===== src/rtl/core/sfgb_pkg.sv =====
`timescale 1ns / 1ps

package sfgb_pkg;

    // Configuration register indexes.
    localparam int CFG_IDX_W  = 3;
    localparam int CFG_DATA_W = 16;

    localparam logic [CFG_IDX_W-1:0] REG_ORIGIN_X  = 3'd0;
    localparam logic [CFG_IDX_W-1:0] REG_ORIGIN_Y  = 3'd1;
    localparam logic [CFG_IDX_W-1:0] REG_SCALE     = 3'd2;
    localparam logic [CFG_IDX_W-1:0] REG_FB_WIDTH  = 3'd3;
    localparam logic [CFG_IDX_W-1:0] REG_FB_HEIGHT = 3'd4;
    localparam logic [CFG_IDX_W-1:0] REG_COLOUR    = 3'd5;

    // Field widths.
    localparam int CODE_W  = 8;
    localparam int COORD_W = 12;
    localparam int SCALE_W = 4;
    localparam int COLOR_W = 16;
    localparam int POS_W   = 11;
    localparam int CNT_W   = 4;
    localparam int ADDR_W  = 22;
    localparam int PEN_W   = 13;
    localparam int CELL_W  = 14;

    localparam logic [COORD_W-1:0] DIM_MAX = 12'd2048;
    localparam logic [COORD_W-1:0] PEN_MAX = 12'd4095;

    localparam int GLYPH_COUNT = 14;
    localparam int GLYPH_IDX_W = 4;
    localparam logic [GLYPH_IDX_W-1:0] GLYPH_BLANK = 4'd13;

    // Column-major glyphs, bit 0 of each column byte is the top row.
    localparam logic [7:0] GLYPH_ROM [0:GLYPH_COUNT-1][0:7] = '{
        '{8'h3E, 8'h51, 8'h49, 8'h45, 8'h3E, 8'h00, 8'h00, 8'h00},
        '{8'h00, 8'h42, 8'h7F, 8'h40, 8'h00, 8'h00, 8'h00, 8'h00},
        '{8'h42, 8'h61, 8'h51, 8'h49, 8'h46, 8'h00, 8'h00, 8'h00},
        '{8'h21, 8'h41, 8'h45, 8'h4B, 8'h31, 8'h00, 8'h00, 8'h00},
        '{8'h18, 8'h14, 8'h12, 8'h7F, 8'h10, 8'h00, 8'h00, 8'h00},
        '{8'h27, 8'h45, 8'h45, 8'h45, 8'h39, 8'h00, 8'h00, 8'h00},
        '{8'h3C, 8'h4A, 8'h49, 8'h49, 8'h30, 8'h00, 8'h00, 8'h00},
        '{8'h01, 8'h71, 8'h09, 8'h05, 8'h03, 8'h00, 8'h00, 8'h00},
        '{8'h36, 8'h49, 8'h49, 8'h49, 8'h36, 8'h00, 8'h00, 8'h00},
        '{8'h06, 8'h49, 8'h49, 8'h29, 8'h1E, 8'h00, 8'h00, 8'h00},
        '{8'h00, 8'h60, 8'h60, 8'h00, 8'h00, 8'h00, 8'h00, 8'h00},
        '{8'h1C, 8'h20, 8'h40, 8'h20, 8'h1C, 8'h00, 8'h00, 8'h00},
        '{8'h08, 8'h08, 8'h08, 8'h08, 8'h08, 8'h00, 8'h00, 8'h00},
        '{8'h00, 8'h00, 8'h00, 8'h00, 8'h00, 8'h00, 8'h00, 8'h00}
    };

    typedef enum logic {
        ST_IDLE,
        ST_RUN
    } sfgb_state_t;

    typedef struct packed {
        logic load;   // latch a new character and set up the cell walk
        logic issue;  // push the current cell into the datapath pipeline
    } sfgb_cmd_t;

    typedef struct packed {
        logic slot_free;     // the first pipeline stage can take a cell
        logic at_last_cell;  // the current cell is the final one of the glyph
    } sfgb_stat_t;

    // Map a character code to its glyph; unknown codes map to the blank glyph.
    function automatic logic [GLYPH_IDX_W-1:0] glyph_lookup(input logic [CODE_W-1:0] code);
        logic [GLYPH_IDX_W-1:0] idx;
        idx = GLYPH_BLANK;
        case (code)
            8'h30:   idx = 4'd0;
            8'h31:   idx = 4'd1;
            8'h32:   idx = 4'd2;
            8'h33:   idx = 4'd3;
            8'h34:   idx = 4'd4;
            8'h35:   idx = 4'd5;
            8'h36:   idx = 4'd6;
            8'h37:   idx = 4'd7;
            8'h38:   idx = 4'd8;
            8'h39:   idx = 4'd9;
            8'h2E:   idx = 4'd10;
            8'h76:   idx = 4'd11;
            8'h2D:   idx = 4'd12;
            default: idx = GLYPH_BLANK;
        endcase
        return idx;
    endfunction

    function automatic logic [7:0] glyph_column(input logic [GLYPH_IDX_W-1:0] idx,
                                                input logic [2:0] col);
        logic [7:0] bits;
        bits = 8'h00;
        if (idx < GLYPH_IDX_W'(GLYPH_COUNT))
        begin
            bits = GLYPH_ROM[idx][col];
        end
        return bits;
    endfunction

endpackage


===== src/rtl/core/sfgb_ctrl.sv =====
`timescale 1ns / 1ps

module sfgb_ctrl (
    input  logic                  clk,
    input  logic                  rst_n,
    input  logic                  in_valid,
    output logic                  in_ready,
    input  sfgb_pkg::sfgb_stat_t  stat,
    output sfgb_pkg::sfgb_cmd_t   cmd
);
    import sfgb_pkg::*;

    sfgb_state_t state_reg;
    sfgb_state_t state_next;

    always_ff @(posedge clk or negedge rst_n)
    begin
        if (!rst_n)
        begin
            state_reg <= ST_IDLE;
        end
        else
        begin
            state_reg <= state_next;
        end
    end

    always_comb
    begin
        state_next = state_reg;
        in_ready   = 1'b0;
        cmd        = '0;
        case (state_reg)
            ST_IDLE:
            begin
                in_ready = 1'b1;
                if (in_valid)
                begin
                    cmd.load   = 1'b1;
                    state_next = ST_RUN;
                end
            end
            ST_RUN:
            begin
                if (stat.slot_free)
                begin
                    cmd.issue = 1'b1;
                    if (stat.at_last_cell)
                    begin
                        state_next = ST_IDLE;
                    end
                end
            end
            default:
            begin
                state_next = ST_IDLE;
            end
        endcase
    end

`ifndef SYNTHESIS
    a_issue_needs_slot: assert property (@(posedge clk) disable iff (!rst_n)
        cmd.issue |-> stat.slot_free)
        else $error("cell issued while the first stage was occupied");

    a_last_cell_frees_input: assert property (@(posedge clk) disable iff (!rst_n)
        (cmd.issue && stat.at_last_cell) |=> in_ready)
        else $error("input not reopened after the final cell");

    a_load_blocks_input: assert property (@(posedge clk) disable iff (!rst_n)
        cmd.load |=> !in_ready)
        else $error("input open while a character is being walked");
`endif

endmodule


===== src/rtl/core/sfgb_dp.sv =====
`timescale 1ns / 1ps

module sfgb_dp #(
    parameter int GLYPH_COLUMNS = 5,
    parameter int GLYPH_ROWS    = 7
) (
    input  logic                                  clk,
    input  logic                                  rst_n,
    input  logic                                  cfg_write_enable,
    input  logic [sfgb_pkg::CFG_IDX_W-1:0]        cfg_index,
    input  logic [sfgb_pkg::CFG_DATA_W-1:0]       cfg_data,
    input  logic [sfgb_pkg::CODE_W-1:0]           char_code,
    input  logic                                  first,
    input  sfgb_pkg::sfgb_cmd_t                   cmd,
    output sfgb_pkg::sfgb_stat_t                  stat,
    output logic                                  out_valid,
    input  logic                                  out_ready,
    output logic                                  write_enable,
    output logic [sfgb_pkg::POS_W-1:0]            x_start,
    output logic [sfgb_pkg::POS_W-1:0]            y_start,
    output logic [sfgb_pkg::CNT_W-1:0]            x_count,
    output logic [sfgb_pkg::CNT_W-1:0]            y_count,
    output logic [sfgb_pkg::ADDR_W-1:0]           pixel_address,
    output logic [sfgb_pkg::COLOR_W-1:0]          pixel_value,
    output logic                                  last
);
    import sfgb_pkg::*;

    localparam int COL_W   = $clog2(GLYPH_COLUMNS);
    localparam int ROW_W   = $clog2(GLYPH_ROWS);
    localparam int ADVANCE = GLYPH_COLUMNS + 1;
    localparam int STEP_W  = $clog2(ADVANCE * 15 + 1);
    localparam int MUL_W   = POS_W + COORD_W;

    // Clip [start, start+len) to [0, bound).
    typedef struct packed {
        logic             vis;
        logic [POS_W-1:0] lo;
        logic [CNT_W-1:0] cnt;
    } clip_t;

    function automatic clip_t clip_span(input logic signed [CELL_W-1:0] start,
                                        input logic [SCALE_W-1:0] len,
                                        input logic [COORD_W-1:0] bound);
        logic signed [CELL_W:0] a;
        logic signed [CELL_W:0] e;
        logic signed [CELL_W:0] bnd;
        logic signed [CELL_W:0] diff;
        clip_t r;
        a    = (start < 0) ? '0 : (CELL_W+1)'(start);
        e    = (CELL_W+1)'(start) + $signed({{(CELL_W+1-SCALE_W){1'b0}}, len});
        bnd  = $signed({{(CELL_W+1-COORD_W){1'b0}}, bound});
        if (e > bnd)
        begin
            e = bnd;
        end
        diff  = e - a;
        r.vis = e > a;
        r.lo  = a[POS_W-1:0];
        r.cnt = diff[CNT_W-1:0];
        return r;
    endfunction

    // Configuration registers.
    logic signed [COORD_W-1:0] origin_x_reg;
    logic signed [COORD_W-1:0] origin_y_reg;
    logic [SCALE_W-1:0]        scale_reg;
    logic [COORD_W-1:0]        fb_width_reg;
    logic [COORD_W-1:0]        fb_height_reg;
    logic [COLOR_W-1:0]        colour_reg;

    always_ff @(posedge clk or negedge rst_n)
    begin
        if (!rst_n)
        begin
            origin_x_reg  <= '0;
            origin_y_reg  <= '0;
            scale_reg     <= SCALE_W'(1);
            fb_width_reg  <= COORD_W'(320);
            fb_height_reg <= COORD_W'(240);
            colour_reg    <= '1;
        end
        else if (cfg_write_enable)
        begin
            case (cfg_index)
                REG_ORIGIN_X:  origin_x_reg  <= cfg_data[COORD_W-1:0];
                REG_ORIGIN_Y:  origin_y_reg  <= cfg_data[COORD_W-1:0];
                REG_SCALE:     scale_reg     <= cfg_data[SCALE_W-1:0];
                REG_FB_WIDTH:  fb_width_reg  <= cfg_data[COORD_W-1:0];
                REG_FB_HEIGHT: fb_height_reg <= cfg_data[COORD_W-1:0];
                REG_COLOUR:    colour_reg    <= cfg_data[COLOR_W-1:0];
                default:       ;
            endcase
        end
    end

    logic [SCALE_W-1:0] s_eff;
    logic [COORD_W-1:0] w_eff;
    logic [COORD_W-1:0] h_eff;

    assign s_eff = (scale_reg == '0) ? SCALE_W'(1) : scale_reg;
    assign w_eff = (fb_width_reg > DIM_MAX) ? DIM_MAX : fb_width_reg;
    assign h_eff = (fb_height_reg > DIM_MAX) ? DIM_MAX : fb_height_reg;

    // Character walk state.
    logic signed [PEN_W-1:0]  pen_reg;
    logic signed [PEN_W-1:0]  pen_next;
    logic [GLYPH_IDX_W-1:0]   glyph_reg;
    logic [COL_W-1:0]         col_reg;
    logic [ROW_W-1:0]         row_reg;
    logic signed [CELL_W-1:0] cell_x_reg;
    logic signed [CELL_W-1:0] cell_y_reg;

    logic [STEP_W-1:0]        pen_step;
    logic signed [CELL_W-1:0] pen_sum;
    logic                     row_end;
    logic                     at_last_cell;

    assign row_end      = row_reg == ROW_W'(GLYPH_ROWS - 1);
    assign at_last_cell = row_end && (col_reg == COL_W'(GLYPH_COLUMNS - 1));

    assign pen_step = STEP_W'(ADVANCE) * STEP_W'(s_eff);
    assign pen_sum  = CELL_W'(pen_reg) + $signed({{(CELL_W-STEP_W){1'b0}}, pen_step});

    always_comb
    begin
        pen_next = pen_reg;
        if (cmd.load && first)
        begin
            pen_next = PEN_W'(origin_x_reg);
        end
        else if (cmd.issue && at_last_cell)
        begin
            if (pen_sum > $signed({{(CELL_W-COORD_W){1'b0}}, PEN_MAX}))
            begin
                pen_next = $signed({1'b0, PEN_MAX});
            end
            else
            begin
                pen_next = pen_sum[PEN_W-1:0];
            end
        end
    end

    always_ff @(posedge clk or negedge rst_n)
    begin
        if (!rst_n)
        begin
            pen_reg <= '0;
        end
        else
        begin
            pen_reg <= pen_next;
        end
    end

    always_ff @(posedge clk)
    begin
        if (cmd.load)
        begin
            glyph_reg  <= glyph_lookup(char_code);
            col_reg    <= '0;
            row_reg    <= '0;
            cell_x_reg <= CELL_W'(pen_next);
            cell_y_reg <= CELL_W'(origin_y_reg);
        end
        else if (cmd.issue)
        begin
            if (row_end)
            begin
                row_reg    <= '0;
                col_reg    <= col_reg + COL_W'(1);
                cell_y_reg <= CELL_W'(origin_y_reg);
                cell_x_reg <= cell_x_reg + $signed({{(CELL_W-SCALE_W){1'b0}}, s_eff});
            end
            else
            begin
                row_reg    <= row_reg + ROW_W'(1);
                cell_y_reg <= cell_y_reg + $signed({{(CELL_W-SCALE_W){1'b0}}, s_eff});
            end
        end
    end

    // Stage A: lit test and clipping.
    logic [7:0] col_bits;
    logic       lit;
    clip_t      clip_x;
    clip_t      clip_y;
    logic       cell_we;

    assign col_bits = glyph_column(glyph_reg, 3'(col_reg));
    assign lit      = col_bits[3'(row_reg)];
    assign clip_x   = clip_span(cell_x_reg, s_eff, w_eff);
    assign clip_y   = clip_span(cell_y_reg, s_eff, h_eff);
    assign cell_we  = lit && clip_x.vis && clip_y.vis;

    logic             a_valid_reg;
    logic             a_we_reg;
    logic [POS_W-1:0] a_xs_reg;
    logic [POS_W-1:0] a_ys_reg;
    logic [CNT_W-1:0] a_xc_reg;
    logic [CNT_W-1:0] a_yc_reg;
    logic             a_last_reg;

    logic out_free;
    logic a_move;

    assign out_free       = !out_valid || out_ready;
    assign a_move         = a_valid_reg && out_free;
    assign stat.slot_free    = !a_valid_reg || a_move;
    assign stat.at_last_cell = at_last_cell;

    always_ff @(posedge clk or negedge rst_n)
    begin
        if (!rst_n)
        begin
            a_valid_reg <= 1'b0;
        end
        else if (cmd.issue)
        begin
            a_valid_reg <= 1'b1;
        end
        else if (a_move)
        begin
            a_valid_reg <= 1'b0;
        end
    end

    always_ff @(posedge clk)
    begin
        if (cmd.issue)
        begin
            a_we_reg   <= cell_we;
            a_xs_reg   <= cell_we ? clip_x.lo  : '0;
            a_ys_reg   <= cell_we ? clip_y.lo  : '0;
            a_xc_reg   <= cell_we ? clip_x.cnt : '0;
            a_yc_reg   <= cell_we ? clip_y.cnt : '0;
            a_last_reg <= at_last_cell;
        end
    end

    // Output stage: address multiply and result register.
    logic [MUL_W-1:0] addr_full;

    assign addr_full = MUL_W'(a_ys_reg) * MUL_W'(w_eff) + MUL_W'(a_xs_reg);

    logic out_valid_reg;

    always_ff @(posedge clk or negedge rst_n)
    begin
        if (!rst_n)
        begin
            out_valid_reg <= 1'b0;
        end
        else if (a_move)
        begin
            out_valid_reg <= 1'b1;
        end
        else if (out_ready)
        begin
            out_valid_reg <= 1'b0;
        end
    end

    logic               we_reg;
    logic [POS_W-1:0]   xs_reg;
    logic [POS_W-1:0]   ys_reg;
    logic [CNT_W-1:0]   xc_reg;
    logic [CNT_W-1:0]   yc_reg;
    logic [ADDR_W-1:0]  addr_reg;
    logic [COLOR_W-1:0] value_reg;
    logic               last_reg;

    always_ff @(posedge clk)
    begin
        if (a_move)
        begin
            we_reg    <= a_we_reg;
            xs_reg    <= a_xs_reg;
            ys_reg    <= a_ys_reg;
            xc_reg    <= a_xc_reg;
            yc_reg    <= a_yc_reg;
            addr_reg  <= addr_full[ADDR_W-1:0];
            value_reg <= a_we_reg ? colour_reg : '0;
            last_reg  <= a_last_reg;
        end
    end

    assign out_valid     = out_valid_reg;
    assign write_enable  = we_reg;
    assign x_start       = xs_reg;
    assign y_start       = ys_reg;
    assign x_count       = xc_reg;
    assign y_count       = yc_reg;
    assign pixel_address = addr_reg;
    assign pixel_value   = value_reg;
    assign last          = last_reg;

`ifndef SYNTHESIS
    a_stage_holds: assert property (@(posedge clk) disable iff (!rst_n)
        (a_valid_reg && !a_move) |=> (a_valid_reg && $stable(a_last_reg) && $stable(a_xs_reg)))
        else $error("stalled cell lost in the first stage");

    a_write_has_area: assert property (@(posedge clk) disable iff (!rst_n)
        (out_valid_reg && we_reg) |-> (xc_reg != '0 && yc_reg != '0))
        else $error("write flagged on an empty block");

    a_idle_cell_zero: assert property (@(posedge clk) disable iff (!rst_n)
        (out_valid_reg && !we_reg) |-> (addr_reg == '0 && value_reg == '0))
        else $error("unwritten cell carries nonzero address or value");
`endif

endmodule


===== src/rtl/core/scaled_font_glyph_blitter_top.sv =====
`timescale 1ns / 1ps

// Scaled 5x7 character generator. Each input transaction carries one character
// code; the block walks the glyph cell by cell, column by column with rows top to
// bottom, and returns GLYPH_COLUMNS*GLYPH_ROWS output transactions per character
// (35 with the default glyph), each describing one scale-by-scale fill block that
// has already been clipped to the framebuffer, with its start address
// y_start*width+x_start. Unknown codes draw blank but still produce every cell and
// still move the pen. A character is loaded on its input transaction, and then the
// controller hands one cell per cycle, whenever the first pipeline stage has room,
// to a two-stage pipeline (clipping, then the address multiply and result register),
// so a stall on out_ready holds the cell walk.
// The next character is accepted as soon as the last cell of the current one has
// entered the pipeline, while earlier results may still be waiting on out_ready.
// Configuration registers are written through cfg_write_enable, cfg_index and
// cfg_data and should only be changed while no character is in flight.

module scaled_font_glyph_blitter_top #(
    parameter int GLYPH_COLUMNS = 5,
    parameter int GLYPH_ROWS    = 7
) (
    input  logic                                  clk,
    input  logic                                  rst_n,
    input  logic                                  cfg_write_enable,
    input  logic [sfgb_pkg::CFG_IDX_W-1:0]        cfg_index,
    input  logic [sfgb_pkg::CFG_DATA_W-1:0]       cfg_data,
    input  logic                                  in_valid,
    output logic                                  in_ready,
    input  logic [sfgb_pkg::CODE_W-1:0]           char_code,
    input  logic                                  first,
    output logic                                  out_valid,
    input  logic                                  out_ready,
    output logic                                  write_enable,
    output logic [sfgb_pkg::POS_W-1:0]            x_start,
    output logic [sfgb_pkg::POS_W-1:0]            y_start,
    output logic [sfgb_pkg::CNT_W-1:0]            x_count,
    output logic [sfgb_pkg::CNT_W-1:0]            y_count,
    output logic [sfgb_pkg::ADDR_W-1:0]           pixel_address,
    output logic [sfgb_pkg::COLOR_W-1:0]          pixel_value,
    output logic                                  last
);
    import sfgb_pkg::*;

    // Commands flow from the controller to the datapath; status flows back.
    sfgb_cmd_t  cmd;
    sfgb_stat_t stat;

    // The controller sequences one character at a time: it loads the character
    // on an input transaction, then issues one cell per cycle whenever the
    // datapath pipeline has room.
    sfgb_ctrl u_ctrl (
        .clk      (clk),
        .rst_n    (rst_n),
        .in_valid (in_valid),
        .in_ready (in_ready),
        .stat     (stat),
        .cmd      (cmd)
    );

    // The datapath holds the configuration registers, the pen, the glyph ROM
    // lookup, the cell clipping and the output register.
    sfgb_dp #(
        .GLYPH_COLUMNS (GLYPH_COLUMNS),
        .GLYPH_ROWS    (GLYPH_ROWS)
    ) u_dp (
        .clk              (clk),
        .rst_n            (rst_n),
        .cfg_write_enable (cfg_write_enable),
        .cfg_index        (cfg_index),
        .cfg_data         (cfg_data),
        .char_code        (char_code),
        .first            (first),
        .cmd              (cmd),
        .stat             (stat),
        .out_valid        (out_valid),
        .out_ready        (out_ready),
        .write_enable     (write_enable),
        .x_start          (x_start),
        .y_start          (y_start),
        .x_count          (x_count),
        .y_count          (y_count),
        .pixel_address    (pixel_address),
        .pixel_value      (pixel_value),
        .last             (last)
    );

endmodule

===== config.mk =====
export PLATFORM = sky130hd
export DESIGN_NAME = scaled_font_glyph_blitter_top
export DESIGN_NICKNAME = d
export VERILOG_FILES = /design/src/rtl/core/sfgb_pkg.sv /design/src/rtl/core/sfgb_ctrl.sv /design/src/rtl/core/sfgb_dp.sv /design/src/rtl/core/scaled_font_glyph_blitter_top.sv
export SDC_FILE = /design/constraint.sdc
export NUM_CORES = 1
export LEC_CHECK = 0
export ABC_AREA = 1
export ABC_CLOCK_PERIOD_IN_PS = 7020
export BUFFER_PORTS_ARGS = -buffer_cell sky130_fd_sc_hd__buf_4
export CAP_MARGIN = 20
export CORE_UTILIZATION = 25
export CTS_CLUSTER_DIAMETER = 150
export DETAILED_ROUTE_END_ITERATION = 8
export GPL_ROUTABILITY_DRIVEN = 1
export PLACE_DENSITY = 0.5
export REMOVE_ABC_BUFFERS = 1
export SETUP_SLACK_MARGIN = 0.4
export SLEW_MARGIN = 25
export SYNTH_ARGS = -nofsm -noshare
export SYNTH_HDL_FRONTEND = slang
export SYNTH_HIERARCHICAL = 1
export SYNTH_SLANG_ARGS = --single-unit

===== constraint.sdc =====
create_clock -name clk -period 7.02 [get_ports clk]
set_input_delay 1.404 -clock clk [delete_from_list [all_inputs] [get_ports clk]]
set_output_delay 1.404 -clock clk [all_outputs]
set_load 0.01 [all_outputs]

# After elaboration in Yosys (flattened, before gate mapping)
# Memory sizes are Yosys's and may differ from the RTL's.
# Cells that the tools add are included.
totals:
  reg_bits: 224
  memories: 1
  ramBits: 0
  in_bits: 33
  latchBits: 0
  elab_cells: 140
  rom_bits: 1024
  output_inout_bits: 72
op_classes:
  order_cmp: 13
  muxes: 38
  div: 0
  n_reduce_logical: 24
  bitwise: 3
  multipliers: 2
  addsub: 10
  n_eq_ne: 20
  n_shift: 0
mem_list:
  columns: ["name", "depth", "word_bits", "rd", "rd_ports_with_merged_regs", "wr", "line_no", "text"]
  rows:
  - ["(no name shown)", 16, 64, 1, 0, 0, "sfgb_pkg.sv:96", "bits = GLYPH_ROM[idx][col];"]
ops:
  columns: ["op", "n"]
  rows:
  - ["64-bit 2-to-1 mux", 2]
  - ["8-bit by 6-bit equality test with 1-bit output (second input constant)", 12]
  - ["14-bit 2-to-1 mux", 6]
  - ["15-bit 2-to-1 mux", 4]
  - ["4-bit case mux with 13 select lines", 1]
  - ["13-bit 2-to-1 mux", 3]
  - ["14-bit by 5-bit adder with 15-bit output", 2]
  - ["15-bit by 13-bit greater-than comparator with 1-bit output", 2]
  - ["15-bit greater-than comparator", 2]
  - ["14-bit by 5-bit adder with 14-bit output", 2]
  - ["14-bit by 1-bit less-than comparator with 1-bit output (second input constant)", 2]
  - ["8-bit binary-select mux with 3-bit select", 1]
  - ["12-bit greater-than comparator (second input constant)", 2]
  - ["12-bit 2-to-1 mux", 2]
  - ["8-bit 2-to-1 mux", 3]
  - ["22-bit by 11-bit adder with 22-bit output", 1]
  - ["11-bit by 12-bit multiplier with 22-bit output", 1]
  - ["2-bit AND reduction", 8]
  - ["13-bit by 8-bit adder with 14-bit output", 1]
  - ["14-bit by 13-bit greater-than comparator with 1-bit output (second input constant)", 1]
  - ["3-bit equality test (second input constant)", 4]
  - ["1-bit 2-to-1 mux", 12]
  - ["8-bit by 7-bit equality test with 1-bit output (second input constant)", 1]
  - ["2-bit nonzero test", 4]
  - ["21 further kinds", 31]

# Longest topological paths before layout
depth:
  depth_word: 12
  ltp_mapped: 43
  mapped_depth_nobuf: 41

# By module
# The synthesis kept the hierarchy.
modules_own_cells:
  columns: ["module", "n_inst", "area_each_um2", "seq_area_each_um2", "cells_per_inst"]
  rows:
  - ["sfgb_dp", 1, 16927.5, 6249.7, 2003]
  - ["sfgb_ctrl", 1, 57.6, 25.0, 9]

# Least setup slack after synthesis
# OpenSTA, ideal clock, no wires.
synth_timing:
  kind: "register -> register"
  start: "register u_dp.fb_width_reg[6]"
  end: "register u_dp.addr_reg[19], in the netlist u_dp/pixel_address[19], data pin"
  setup_time_ps: 258
  period_less_slack_ps: 5599
  path_buffers: 0
  required_ps: 6762
  arrival_ps: 5341
  path_slack_ps: 1421
  stages_incl_launch_ff: 25
  path_cell_list: "dfstp_2 inv_1 nand4_1 nor2_1 a31oi_2 nor2_1 inv_1 nor2_1 fa_1 inv_1 fa_1 inv_1 fa_1 fa_1 inv_1 fa_1 inv_1 ha_1 nand2_1 o21ai_0 nor2_1 o21ai_0 nand3b_1 nand2_1 xor2_1"
synth_between:
  elab_chain_cells: 4
synth_lines:
  columns: ["element", "line_no", "text"]
  rows:
  - ["from (decl)", "sfgb_dp.sv:68", "logic [COORD_W-1:0] fb_width_reg;"]
  - ["from (signal assigned)", "sfgb_dp.sv:89", "REG_FB_WIDTH: fb_width_reg <= cfg_data[COORD_W-1:0];"]
  - ["12-bit greater-than comparator", "sfgb_dp.sv:102", "assign w_eff = (fb_width_reg > DIM_MAX) ? DIM_MAX : fb_width_reg;"]
  - ["12-bit 2-to-1 mux *", "sfgb_dp.sv:102", null]
  - ["11-bit by 12-bit multiplier with 22-bit output *", "sfgb_dp.sv:245", "assign addr_full = MUL_W'(a_ys_reg) * MUL_W'(w_eff) + MUL_W'(a_xs_reg);"]
  - ["22-bit by 11-bit adder with 22-bit output *", "sfgb_dp.sv:245", null]
  - ["named net u_dp.addr_full[19]", "sfgb_dp.sv:243", "logic [MUL_W-1:0] addr_full;"]
  - ["to (signal assigned)", "sfgb_dp.sv:283", "addr_reg <= addr_full[ADDR_W-1:0];"]
  - ["to (decl)", "sfgb_dp.sv:270", "logic [ADDR_W-1:0] addr_reg;"]
# Mark *: on every way through the listed nets, which the timed path passes. The rest lies on a longest branch.
# A chain may end at the register's enable or synchronous reset.

# Worst setup path after layout
layout_timing:
  start: "register u_dp.fb_width_reg[4]"
  end: "register u_dp.addr_reg[14], in the netlist u_dp/pixel_address[14], data pin"
# Same word-level chain as after synthesis.

==> summary.md <==
| Metric | Value |
|---|---|
| Finished Layout Cells | `3005` |
| Max clock buf depth | `3` |
| Worst-margin pin slew | `0.916 ns` |
| Core area | `67200 sq um` |
| TritonRoute pass-1 iters | `5` |
| Routed Antenna Nets | `0` |
| Critical Path Fanout Max | `9` |
| Final setup viols | `0` |
| Async set-reset flop share out of synthesis | `37.5%` |
| LEAKAGE | `0.00958 uW` |
| Hold Path Stages | `0` |
| Post-Route WL | `47800 um` |
| Clock root cell | `clkbuf_16` |
| Footprint of the multi-input gates | `9160 sq um` |
| EDFF count, synth | `134` |
| Startpoint Class | `flop` |
| Maximum vdd drop | `0.206 mV` |
| Port bufs | `104` |
| Area of the die | `69000 sq um` |
| FILL cells | `7092` |
| Number of max-cap violations | `0` |
| Final hold violations | `0` |
| Clock-pin slew of the registers on the worst-case setup and hold paths | `0.06 ns` |
| Final estimated routing congestion in global placement | `0.890` |
| H-tree Lvls | `1` |
| Layout cells sized above 1 | `12.0%` |
| Pwr dens | `441 nW/um^2` |
| TritonCTS clock tree | `yes` |
| Clock Skews | `0.0262 ns` |
| Initial Util | `25.3%` |
| TNS Setup | `0 ns` |
| N_diodes | `0` |
| Max reg flops | `22` |
| Worst Path Arrival | `6.58 ns` |
| Synth area leaders | `edfxtp_1 (24%), fa_1 (12%), nand2_1 (12%)` |
| Clk_lat worst skew | `0.58 ns` |
| Initial antenna violation count | `0` |
| Status | `completed` |
| Post-synthesis cell area | `17000 sq um` |
| Synth top area share | `23.7%` |
| Area grow syn2layout | `16.1%` |
| Placed cell count | `2955` |
| Max Slew Vio Count | `0` |
| Hold Path Class | `reg -> reg` |
| Final period utilization | `89.5%` |
| Residual DRC count | `0` |
| Vias per inst | `4.45` |
| CTS sink cnt | `224` |
| Crit Path Category | `reg -> reg` |
| Largest net degree at the start of global routing | `62` |
| Worst Path Required | `7.31 ns` |
| RSZ-0062 raised after global routing | `true` |
| TritonCTS buffer count | `28` |
| Syn Inst Count | `2012` |
| Hold buffer count at CTS | `0` |
| Netlist cell types | `51` |
| Initial DRC count | `936` |
| #FFs+latches synth | `224` |
| # rows | `95` |
| First-pass GRT wire length | `75900 um` |
| Fin nets | `2389` |
| Depth of the worst register-to-register path | `21` |
| GR Overflow Total | `0` |
| Top_reg_cell synth | `edfxtp_1` |
| Yosys top cell by area | `edfxtp_1` |
| Worst rel slew slack | `38.8%` |
| Register area | `6270 sq um` |
| Mean routed wirelength per cell | `15.9 um` |
| Post-CTS setup repair buffer count | `0` |
| Boundary pin count | `105` |
| Die W | `263 um` |
| GR Util All Layers | `13.8%` |
| Register area share after synthesis | `36.9%` |
| Vias in the first global route | `13336` |
| Synthesized area per cell | `8.44 sq um` |
| Final HPWL DP | `37600 um` |
| Vias | `13362` |
| Post-layout min period | `6.29 ns` |
| Max Clk Rate | `159 MHz` |
| CP endpoint kind | `flop` |
| Die H | `263 um` |
| Ys Warns | `6` |
[cells in the mapped netlist, types with 14 or more instances]
| cell | n |
|---|---|
| a21oi_1 | 71 |
| clkbuf_1 | 29 |
| dfrtp_1 | 61 |
| dfstp_2 | 23 |
| edfxtp_1 | 134 |
| fa_1 | 105 |
| ha_1 | 139 |
| inv_1 | 342 |
| nand2_1 | 555 |
| nand3_1 | 85 |
| nand4_1 | 17 |
| nor2_1 | 129 |
| nor2_2 | 33 |
| nor3_1 | 14 |
| o21ai_0 | 116 |
| xnor2_1 | 15 |
| xor2_1 | 35 |
[cells in the final DEF (no fill, tap or decap), types with 4 or more instances in the layout]
cell	n
clkbuf_16	28
o21ai_0	116
nand2_1	555
nor3_1	14
nand3_1	85
buf_4	121
nor2_2	36
nor4_1	7
mux2_2	4
dfstp_2	23
dfrtp_1	61
a21oi_1	70
dfxtp_1	6
inv_2	9
bufinv_16	4
clkinv_1	4
ha_1	139
nor2_1	124
fa_1	105
a211oi_1	4
clkinvlp_4	6
nand4_1	17
o21ai_1	7
a31oi_1	8
o211ai_1	4
xnor2_1	15
xor2_1	35
clkinv_2	5
inv_1	342
edfxtp_1	134
[cell type report]
class                   instances  share of cell area [%]
clock buffers                  30                    3.59
clock inverters                20                    1.16
flip-flops and latches        224                    31.8
repair buffers                122                    4.71
inverters                     352                    6.70
well taps                     873                    5.54
multi-input cells            1384                    46.5
[report_power, final]
part	total, uW	leakage [uW]	switching (uW)	internal, uW
clock network	1470	0.000442	590	878
registers	2480	0.00239	396	2080
logic	4740	0.00674	2970	1770
total	8690	0.00958	3960	4730
[final timing paths]
check / end / slack [ns] / startpoint
max in group asynchronous: u_dp/fb_width_reg[1] / 5.16 / rst_n
worst max-delay path: u_dp/pixel_address[14] / 0.73 / u_dp/fb_width_reg[4]
worst max register to register: u_dp/pixel_address[14] / 0.73 / u_dp/fb_width_reg[4]
min in group asynchronous: u_dp/origin_y_reg[10] / 0.79 / rst_n
worst min-delay path: u_dp/x_count[1] / 0.42 / u_dp/a_xc_reg[1]
worst min register to register: u_dp/x_count[1] / 0.42 / u_dp/a_xc_reg[1]
[kinds of logic (layout without fill, tap and decap cells)]
kind of cell / after synthesis / after routing / share of synthesized area [%]
and+or+nand+nor: 857 / 857 / 20.9
buffers and inverters: 404 / 524 / 9.36
adders and majority gates: 244 / 244 / 22.6
AOI/OAI and AO/OA: 228 / 228 / 7.23
DFF: 224 / 224 / 36.9
xor gates and xnor gates: 50 / 50 / 2.58
muxes: 5 / 5 / 0.324
[repair_timing]
action,CTS,global route
endpoints found under the setup margin,2,7
gates cloned,0,0
resized for setup,1,7
[worst max-delay path: stages (launching register included)]
cell	delay [ns]
dfrtp_1	0.38
inv_1	0.12
nand4_1	0.09
nor2_1	0.19
a31oi_4	0.21
nor2_2	0.45
inv_1	0.26
nor2_1	0.19
fa_1	0.48
fa_1	0.53
fa_1	0.52
fa_1	0.54
inv_1	0.05
fa_1	0.52
inv_1	0.04
ha_1	0.34
a21oi_1	0.21
o21ai_0	0.14
a21o_1	0.19
a31oi_1	0.23
o21ai_0	0.15
xor2_1	0.16
[per-layer routing]
layer / wire length, um / global-route usage (%) / up-vias
li1: - / - / 6584
met1: 23000 / 19.4 / 6409
met2: 21500 / 22.1 / 294
met3: 2010 / 1.72 / 75
met4: 1300 / 3.91 / 0
met5: 0 / 0 / -
[metrics by stage]
| stage | setup slack (ns) | hold slack (ns) | cell area, sq um | power [uW] | util (%) |
|---|---|---|---|---|---|
| floorplan | 1.41 | 0.400 | 16700 | 5690 | - |
| global route | 0.397 | 0.434 | 19700 | 9570 | 29.4 |
| detailed placement | 0.422 | 0.405 | 18700 | 7240 | 27.9 |
| global placement | 0.401 | 0.407 | 18700 | 7220 | 27.9 |
| finish | 0.735 | 0.419 | 19700 | 8690 | 29.4 |
| CTS | 0.457 | 0.419 | 19700 | 8780 | 29.3 |
Note: power is estimated with default switching activity, not from simulation.
